**config.mk**
```make
export PLATFORM = sky130hd
export DESIGN_NAME = pip_ctrl
export DESIGN_NICKNAME = d
export VERILOG_FILES = /design/src/rtl/pip_pkg.sv /design/src/rtl/pip_ctrl.sv
export VERILOG_INCLUDE_DIRS = /design/src /design/src/rtl
export SDC_FILE = /design/constraint.sdc
export NUM_CORES = 1
export LEC_CHECK = 0
export BUFFER_PORTS_ARGS = -buffer_cell sky130_fd_sc_hd__buf_2
export CORE_MARGIN = 1
export CORE_UTILIZATION = 40
export CTS_CLUSTER_DIAMETER = 30
export CTS_CLUSTER_SIZE = 12
export DETAILED_ROUTE_END_ITERATION = 8
export PLACE_DENSITY = 0.85
export SYNTH_ARGS = -nofsm -noshare
export SYNTH_HDL_FRONTEND = slang
export SYNTH_SLANG_ARGS = --single-unit
```
**constraint.sdc**
```tcl
create_clock -name clk_i -period 2.7 [get_ports clk_i]
set_input_delay 0.27 -clock clk_i [delete_from_list [all_inputs] [get_ports clk_i]]
set_output_delay 0.27 -clock clk_i [all_outputs]
set_load 0.01 [all_outputs]
```
**src/rtl/point_in_polygon_test_assert.svh**
```systemverilog
// ----------------------------------------------------------------------------
// Point-in-polygon test assertion macros
// Concurrent assertion wrappers on clk_i, disabled while rst_ni is low.
// ----------------------------------------------------------------------------
`ifndef POINT_IN_POLYGON_TEST_ASSERT_SVH
`define POINT_IN_POLYGON_TEST_ASSERT_SVH

// same-cycle implication
`define PIP_ASSERT_NOW(lbl, ante, cons, msg) \
  lbl: assert property (@(posedge clk_i) disable iff (!rst_ni) (ante) |-> (cons)) \
    else $error(msg);

// next-cycle implication
`define PIP_ASSERT_NEXT(lbl, ante, cons, msg) \
  lbl: assert property (@(posedge clk_i) disable iff (!rst_ni) (ante) |=> (cons)) \
    else $error(msg);

`endif

```
**src/rtl/pip_pkg.sv**
```systemverilog
// ----------------------------------------------------------------------------
// Point-in-polygon test package
// Shared types, codes and constants of the ray casting block.
// ----------------------------------------------------------------------------
`default_nettype none

package pip_pkg;

  localparam int unsigned MaxVerticesDef = 64;
  localparam int unsigned CoordW         = 16;
  localparam int unsigned CountW         = 7;
  localparam int unsigned IndexW         = 6;

  typedef enum logic {
    KIND_WRITE = 1'b0,
    KIND_QUERY = 1'b1
  } pip_kind_e;

  typedef enum logic {
    REG_VERTEX_COUNT = 1'b0,
    REG_NONE         = 1'b1
  } pip_reg_e;

  typedef enum logic [1:0] {
    ST_IDLE,
    ST_WALK,
    ST_DRAIN,
    ST_HOLD
  } pip_state_e;

  typedef struct packed {
    logic [CoordW-1:0] y;
    logic [CoordW-1:0] x;
  } pip_vertex_t;

  typedef struct packed {
    logic start;
    logic vld;
    logic first;
    logic last;
  } pip_edge_cmd_t;

  typedef struct packed {
    logic              done;
    logic [CountW-1:0] count;
  } pip_edge_res_t;

endpackage

`default_nettype wire

```
**src/rtl/pip_ctrl.sv**
```systemverilog
// ----------------------------------------------------------------------------
// Query sequencer
// Takes input words, writes vertices, and walks the vertex memory for queries.
// ----------------------------------------------------------------------------
`default_nettype none

`include "point_in_polygon_test_assert.svh"

module pip_ctrl #(
  parameter int unsigned MaxVertices = pip_pkg::MaxVerticesDef,
  parameter int unsigned AddrW       = $clog2(MaxVertices)
) (
  input  wire logic                              clk_i,
  input  wire logic                              rst_ni,
  input  wire logic                              in_valid_i,
  output logic                                   in_ready_o,
  input  pip_pkg::pip_kind_e                     in_kind_i,
  input  wire logic [pip_pkg::IndexW-1:0]        in_index_i,
  input  pip_pkg::pip_vertex_t                   in_coord_i,
  input  wire logic [pip_pkg::CountW-1:0]        vertex_count_i,
  input  wire logic                              out_free_i,
  output pip_pkg::pip_edge_res_t                 out_load_o,
  output logic                                   wr_en_o,
  output logic [AddrW-1:0]                       wr_addr_o,
  output logic                                   rd_en_o,
  output logic [AddrW-1:0]                       rd_addr_o,
  output pip_pkg::pip_edge_cmd_t                 cmd_o,
  output logic signed [pip_pkg::CoordW-1:0]      qx_o,
  output logic signed [pip_pkg::CoordW-1:0]      qy_o,
  input  pip_pkg::pip_edge_res_t                 edge_res_i
);

  localparam int unsigned NW  = $clog2(MaxVertices + 1);
  localparam int unsigned CW  = (NW > pip_pkg::CountW) ? NW : pip_pkg::CountW;
  localparam int unsigned IW  = (NW > pip_pkg::IndexW) ? NW : pip_pkg::IndexW;

  pip_pkg::pip_state_e state_q, state_d;
  logic [AddrW-1:0] rd_idx_q, rd_idx_d, last_q, last_d;
  logic signed [pip_pkg::CoordW-1:0] qx_q, qy_q;
  logic [pip_pkg::CountW-1:0] res_cnt_q, res_cnt_d;
  logic tag_vld_q, tag_first_q, tag_last_q;

  logic accept, query, n_zero;
  logic [CW-1:0] cnt_ext;
  logic [NW-1:0] n_eff;
  logic [IW-1:0] idx_ext;
  logic rd_first, rd_last;

  assign accept  = in_valid_i && in_ready_o;
  assign query   = accept && (in_kind_i == pip_pkg::KIND_QUERY);
  assign cnt_ext = CW'(vertex_count_i);
  assign n_eff   = (cnt_ext > CW'(MaxVertices)) ? NW'(MaxVertices) : NW'(cnt_ext);
  assign n_zero  = (n_eff == '0);
  assign idx_ext = IW'(in_index_i);
  assign rd_first = (rd_idx_q == '0);
  assign rd_last  = (rd_idx_q == last_q);

  always_comb begin
    state_d = state_q;
    unique case (state_q)
      pip_pkg::ST_IDLE: begin
        if (query) begin
          state_d = n_zero ? pip_pkg::ST_HOLD : pip_pkg::ST_WALK;
        end
      end
      pip_pkg::ST_WALK: begin
        if (rd_last) begin
          state_d = pip_pkg::ST_DRAIN;
        end
      end
      pip_pkg::ST_DRAIN: begin
        if (edge_res_i.done) begin
          state_d = pip_pkg::ST_HOLD;
        end
      end
      pip_pkg::ST_HOLD: begin
        if (out_free_i) begin
          state_d = pip_pkg::ST_IDLE;
        end
      end
      default: state_d = pip_pkg::ST_IDLE;
    endcase
  end

  always_comb begin
    in_ready_o       = (state_q == pip_pkg::ST_IDLE);
    rd_en_o          = (state_q == pip_pkg::ST_WALK);
    out_load_o.done  = (state_q == pip_pkg::ST_HOLD) && out_free_i;
    out_load_o.count = res_cnt_q;
  end

  always_comb begin
    rd_idx_d  = rd_idx_q;
    last_d    = last_q;
    res_cnt_d = res_cnt_q;
    if (query) begin
      rd_idx_d  = '0;
      last_d    = AddrW'(n_eff - NW'(1));
      res_cnt_d = '0;
    end else if (rd_en_o) begin
      rd_idx_d = rd_idx_q + AddrW'(1);
    end
    if (edge_res_i.done) begin
      res_cnt_d = edge_res_i.count;
    end
  end

  assign wr_en_o   = accept && (in_kind_i == pip_pkg::KIND_WRITE) &&
                     (idx_ext < IW'(MaxVertices));
  assign wr_addr_o = idx_ext[AddrW-1:0];
  assign rd_addr_o = rd_idx_q;

  always_ff @(posedge clk_i) begin
    if (query) begin
      qx_q <= $signed(in_coord_i.x);
      qy_q <= $signed(in_coord_i.y);
    end
    last_q      <= last_d;
    res_cnt_q   <= res_cnt_d;
    tag_first_q <= rd_first;
    tag_last_q  <= rd_last;
  end

  always_ff @(posedge clk_i or negedge rst_ni) begin
    if (!rst_ni) begin
      state_q   <= pip_pkg::ST_IDLE;
      rd_idx_q  <= '0;
      tag_vld_q <= 1'b0;
    end else begin
      state_q   <= state_d;
      rd_idx_q  <= rd_idx_d;
      tag_vld_q <= rd_en_o;
    end
  end

  assign cmd_o.start = query;
  assign cmd_o.vld   = tag_vld_q;
  assign cmd_o.first = tag_first_q;
  assign cmd_o.last  = tag_last_q;
  assign qx_o        = qx_q;
  assign qy_o        = qy_q;

  `PIP_ASSERT_NOW(a_walk_bound, state_q == pip_pkg::ST_WALK, rd_idx_q <= last_q,
    "read address ran past the last vertex")
  `PIP_ASSERT_NOW(a_done_in_drain, edge_res_i.done, state_q == pip_pkg::ST_DRAIN,
    "edge result outside drain")
  `PIP_ASSERT_NEXT(a_hold_release, (state_q == pip_pkg::ST_HOLD) && out_free_i,
    state_q == pip_pkg::ST_IDLE, "result handed over but sequencer not idle")

endmodule

`default_nettype wire
```
## Yosys cells after proc, flatten, opt, wreduce, memory -nomap -nowiden

Index checks and enable logic that the tools add are counted.

| operators by class | value |
|---|---|
| bitwise operators | 1 |
| magnitude comparators | 2 |
| equal/unequal tests | 8 |
| divide/modulo/power cells | 0 |
| multiply operators | 0 |
| shifts and indexed selects | 0 |
| mux-type cells | 11 |
| add/subtract/negate cells | 2 |
| reduce and logical (&&, ||, !) cells | 11 |

Operators by type and width:

| cell | number |
|---|---|
| 7-bit two-way mux | 3 |
| 6-bit two-way mux | 2 |
| 2-bit two-way mux | 5 |
| 2-bit one-hot mux with 4 select lines | 1 |
| 7-bit > comparator (second input constant) | 1 |
| 7-bit zero test | 1 |
| 6-bit by 7-bit less-than comparator with 1-bit output (second input constant) | 1 |
| 6-bit by 1-bit adder with 6-bit output (second input constant) | 1 |
| 6-bit == test | 1 |
| 6-bit zero test | 1 |
| 6-bit by 1-bit subtractor with 6-bit output (second input constant) | 1 |
| 1-bit logical AND | 5 |
| 2-bit == test (second input constant) | 2 |
| 2-bit by 1-bit inequality test with 1-bit output (second input constant) | 2 |
| 2-bit inequality test (second input constant) | 2 |
| 4-bit AND reduction | 1 |
| 2-bit nonzero test | 2 |
| 2-bit by 1-bit == test with 1-bit output (second input constant) | 1 |
| 2-bit zero test | 1 |
| 1-bit inverter | 1 |

| storage, ports and cells | value |
|---|---|
| latch bits | 0 |
| output and inout port bits | 59 |
| memories kept | 0 |
| memory bits (writable) | 0 |
| input port bits | 58 |
| logic and storage cells | 44 |
| ROM bits | 0 |
| flip-flop bits (word level) | 56 |

## Logic depth before layout (Yosys ltp)

| logic depth | value |
|---|---|
| depth after elaboration | 6 |
| gate-level depth with buffers | 6 |
| mapped depth without buffers | 6 |

## Least setup slack after synthesis

No wires, ideal clock.

| timing | value |
|---|---|
| kind | flip-flop to flip-flop |
| from | register state_q[0] |
| to | register res_cnt_q[0] in the netlist's numbering (enable) |
| required time | 2.390 ns |
| buffers on the path | 1 |
| library setup time | 0.310 ns |
| period minus slack after synthesis | 2.829 ns |
| arrival time | 2.519 ns |
| path slack | -0.129 ns |
| stages on the path, launching flop included | 6 |
| cell sequence | dfrtp_1 > inv_1 > ha_1 > and3_1 > clkbuf_1 > or2_2 |

| on the way | value |
|---|---|
| cells in the longest elaborated chain, start to end | 4 |

RTL lines:

| element | line | RTL |
|---|---|---|
| start, declared | pip_ctrl.sv:37 | `pip_pkg::pip_state_e state_q, state_d;` |
| start signal, assigned | pip_ctrl.sv:126 | `state_q <= pip_pkg::ST_IDLE;` |
| start signal, assigned | pip_ctrl.sv:130 | `state_q <= state_d;` |
| 2-bit zero test | pip_ctrl.sv:86 | `in_ready_o = (state_q == pip_pkg::ST_IDLE);` |
| net in_ready_o | pip_ctrl.sv:16 | `output logic in_ready_o,` |
| 1-bit logical AND | pip_ctrl.sv:49 | `assign accept = in_valid_i && in_ready_o;` |
| 1-bit logical AND | pip_ctrl.sv:50 | `assign query = accept && (in_kind_i == pip_pkg::KIND_QUERY);` |
| net query | pip_ctrl.sv:43 | `logic accept, query, n_zero;` |
| 2-bit nonzero test (no source line) | -- |  |
| end signal, assigned | pip_ctrl.sv:119 | `res_cnt_q <= res_cnt_d;` |
| end, declared | pip_ctrl.sv:40 | `logic [pip_pkg::CountW-1:0] res_cnt_q, res_cnt_d;` |

The timed path passes the listed nets, and every way through them passes these cells.
A chain may end at the register's enable or synchronous reset.

==> summary.md <==
| Metric | Value |
|---|---|
| Outcome | finished, violations left |
| Violations in the final reports | design-rule violations |
| Global-route wire length before repair | roughly 6 mm |
| Worst hold margin | 0.135 ns |
| I/O Pins | ~120 |
| Detailed-placement wirelength estimate | ~3.1 mm |
| Combinational family with the most area after synthesis | simple AND/OR/NAND/NOR gates |
| Worst Setup Slack post-DPL | roughly 0.77 ns |
| Number of nets with antenna violations after detailed routing | 0 |
| Chip Height | 77.5 microns |
| Worst path required time | approximately 2.4 ns |
| Final number of hold-violating endpoints | 0 |
| Number of DRC violations after detailed routing | 1 |
| Via count of the first global-routing pass | 1,367 |
| Top FF cell, synth | sky130_fd_sc_hd__edfxtp_1 |
| Fillers | ~480 |
| Worst vdd rail ir drop | between 0.2 and 0.3 mV |
| Die Outline Area | ~6000 sq um |
| Maximum net fanout on the critical path | 19 |
| Commonest cells after routing, fill and taps aside | 104 x sky130_fd_sc_hd__buf_2, 45 x sky130_fd_sc_hd__edfxtp_1, 11 x sky130_fd_sc_hd__nor2_1 |
| Syn. warnings | 0 |
| Setup skew after layout | between 0.005 and 0.006 ns |
| Fraction of layout cells with a size suffix above 1 | 0.465 |
| Count of pins over their slew limit | 0 |
| Die width | roughly 77 microns |
| Simple-gate share of the synthesized area | 0.108 |
| Drt pass-1 iters | 8 |
| Slew at the pin with the worst max-slew slack | 0.423 ns |
| Deepest clock path buffer count | 2 |
| Final worst path period share | 0.767 |
| Clock power frac | 0.197 |
| Ranking of synthesized cells by area | sky130_fd_sc_hd__edfxtp_1 59%, sky130_fd_sc_hd__dfrtp_1 9.9%, sky130_fd_sc_hd__ha_1 4.9% |
| Antenna diode count | 0 |
| Distinct cell type count after synthesis | 32 |
| Critical-path cell list | inv_1 > ha_1 > and3_2 > buf_2 |
| Async set-or-reset flop fraction in the synthesized netlist | 0.161 |
| Overall routed net length | around 3.9 mm |
| Weighted congestion at the end of routability-driven global placement | around 0.73 |
| Seq pwr share | 0.523 |
| Placeable Area | roughly 5500 sq um |
| Iter 0 DRT Violations | 63 |
| Layout area overhead | 28.3% |
| Switching power as a share of total power | 0.306 |
| Nets@finish | 320 |
| Final Total Pwr | 2.22 mW |
| Count of buffering cells on the critical path with inverters included | 2 |
| Most frequent standard cell in the layout excluding fill and tap cells | sky130_fd_sc_hd__buf_2 |
| Proportion of netlist area held by the largest area contributor | 0.593 |
| Antenna violations before repair | 0 |
| # Max-Cap Violations | 0 |
| Category of cells accounting for the largest share of critical-path delay | simple AND/OR/NAND/NOR gates |
| Per-cell via count in the routed design | 4.49 |
| Part of the power in combinational logic | 0.280 |
| Number of flops mapped to enable cells by yosys | 45 |
| Cts bufs inserted | 5 |
| Insertion delay of the later-clocked pin in the worst-skew pair | around 0.30 ns |
| Number of placement rows | 27 |
| Clock transition at the registers of the reported paths | about 0.090 ns |
| Effective utilization at floorplan | 0.414 |
| Shortest period the worst path allows | ~2.1 ns |
| Leftover overflow at the end of global routing | 0 |
| Psw | about 0.68 mW |
| Post-Syn Nets | between 200 and 250 |
| Leading area contributor after synthesis | sky130_fd_sc_hd__edfxtp_1 |
| Post-placement cell area | 2820 sq um |
| Slowest CP cell | sky130_fd_sc_hd__and3_2 |
| CP max stage delay | about 0.48 ns |
| Internal cell power | 1.54 mW |
| Xor-xnor portion of the synthesized cell area | 0.0461 |
| TritonCTS clock tree | built |
| Setup Total Neg Slack | 0 ns |
| Final setup violation count | 0 |
| Final worst-path setup slack | 0.630 ns |
| Sequential-to-total area share from yosys stat | 0.710 |
| Crit start category | flip-flop |
| Slew Limit Headroom | 0.717 |
| Flip-flop and latch count after synthesis | 56 |
| Tot GR Track Use | 0.132 |
| Area of all placed cells without fillers | between 2000 and 3000 sq um |
| Share of synthesized area spent on multiplexers | 0.0132 |
| H-tree depth | 2 |
| Minimum setup slack among reg-to-reg paths | slightly below 0.8 ns |
| Power per unit of standard cell area | approximately 760 nW/um^2 |
| Port Buf Inserts | 104 |
| Critical path arrival | ~1.8 ns |
| DR vias | roughly 1,500 |
| Startpoint-to-endpoint class of the critical path | flip-flop to output port |
| Fraction of the mapped netlist area in compound gates | 0.0291 |
| Setup repair after global routing missed its margin | no |
| Clock Root Buffer | sky130_fd_sc_hd__clkbuf_8 |
| Highest Clock Rate | between 0.4 and 0.5 GHz |
| Maximum number of pins on one net before global-route repair | 21 |
| Clock Sink Count | 56 |
| Number of instances in the synthesized netlist | 151 |
| Mapped Area | around 2300 sq um |
| Type of the tightest min-delay check | input pin to flip-flop |
| Crit path capture type | output port |
| Resize count post-CTS | 0 |
| Post-synthesis share of cell area spent on full adders, half adders and majority gates | 0.0494 |
| Wire length per cell after detailed routing | approximately 12 microns |
| Post-CTS Setup Bufs | 0 |
| Mean instance size in the synthesized netlist | between 15 and 20 sq um |
| Static power due to leakage | 1.31 nW |
[area by class of cell]
| cell class | instances | area, sq um | area share |
|---|---|---|---|
| multi-input combinational | 78 | 561 | 0.192 |
| sequential | 56 | 1620 | 0.553 |
| tap | 72 | 90.1 | 0.0308 |
| clock buffer | 5 | 68.8 | 0.0235 |
| timing repair buffer | 107 | 546 | 0.187 |
| clock inverter | 3 | 22.5 | 0.00771 |
| inverter | 5 | 18.8 | 0.00642 |
[flip-flops by register name, summed over array words and instances (netlist names)]
| signal | count |
|---|---|
| last_q | 6 |
| qx_o | 16 |
| qy_o | 16 |
| rd_addr_o | 6 |
| res_cnt_q | 7 |
| state_q | 2 |
| tag_first_q | 1 |
| tag_last_q | 1 |
| tag_vld_q | 1 |
[worst paths after layout]
| check | endpoint | start | depth (start not counted) |
|---|---|---|---|
| setup / recovery | cmd_o[3] | state_q[0]$_DFFE_PN0P_ | 4 |
| setup reg to reg | qy_o[6]$_DFFE_PP_ | state_q[0]$_DFFE_PN0P_ | 4 |
| hold / removal | qy_o[12]$_DFFE_PP_ | in_coord_i[28] | 1 |
| min in group asynchronous | state_q[1]$_DFFE_PN0P_ | rst_ni | 2 |
| hold reg to reg | tag_first_q$_DFF_P_ | rd_addr_o[4]$_DFFE_PN0P_ | 1 |
| max in group asynchronous | rd_addr_o[5]$_DFFE_PN0P_ | rst_ni | 2 |
[per-layer routing]
metal	routed length (microns)	track usage	vias to the layer above
met3	297	0.0388	11
li1	-	-	721
met1	1570	0.149	666
met5	0	0	-
met2	1910	0.221	66
met4	111	0.0774	0
[Yosys cell counts, drive strengths merged, types with 3 or more instances]
master / n
nand2: 6
dfrtp: 9
and2: 9
mux2i: 3
ha: 9
xnor2: 3
buf: 11
nor2: 11
nand2b: 5
edfxtp: 45
xor2: 9
inv: 5
[cells by family (layout without fill, tap and decap cells)]
group,count (synthesis),count (layout)
xor+xnor,12,12
fa+ha+maj,9,9
simple gates,45,45
flops,56,56
mux,3,3
compound gates,9,9
buf+inv,17,120
[repair_timing]
item | CTS | global route
endpoints found under the hold margin | 9 | 0
endpoints found under the setup margin | 0 | 0
hold buffers | 1 | 0
[worst register-to-register path, cell delays in order (launching register included)]
cell and delay [ns]:
sky130_fd_sc_hd__dfrtp_1 0.42, sky130_fd_sc_hd__inv_1 0.14, sky130_fd_sc_hd__ha_1 0.25, sky130_fd_sc_hd__and3_2 0.48, sky130_fd_sc_hd__buf_4 0.33
[power groups by stage]
stage	logic, mW	registers, mW	clock network (mW)
after floorplan	0.385	1.22	0
after global placement	0.613	1.18	0
after detailed placement	0.631	1.18	0
after CTS	0.634	1.16	0.459
after global routing	0.696	1.18	0.491
final	0.623	1.16	0.438
[stage by stage]
stage               utilization  instances
floorplan                     -        151
global placement          0.512        317
detailed placement        0.512        317
CTS                       0.531        326
global route              0.531        326
finish                    0.531        326
Note: power is estimated with default switching activity, not from simulation.
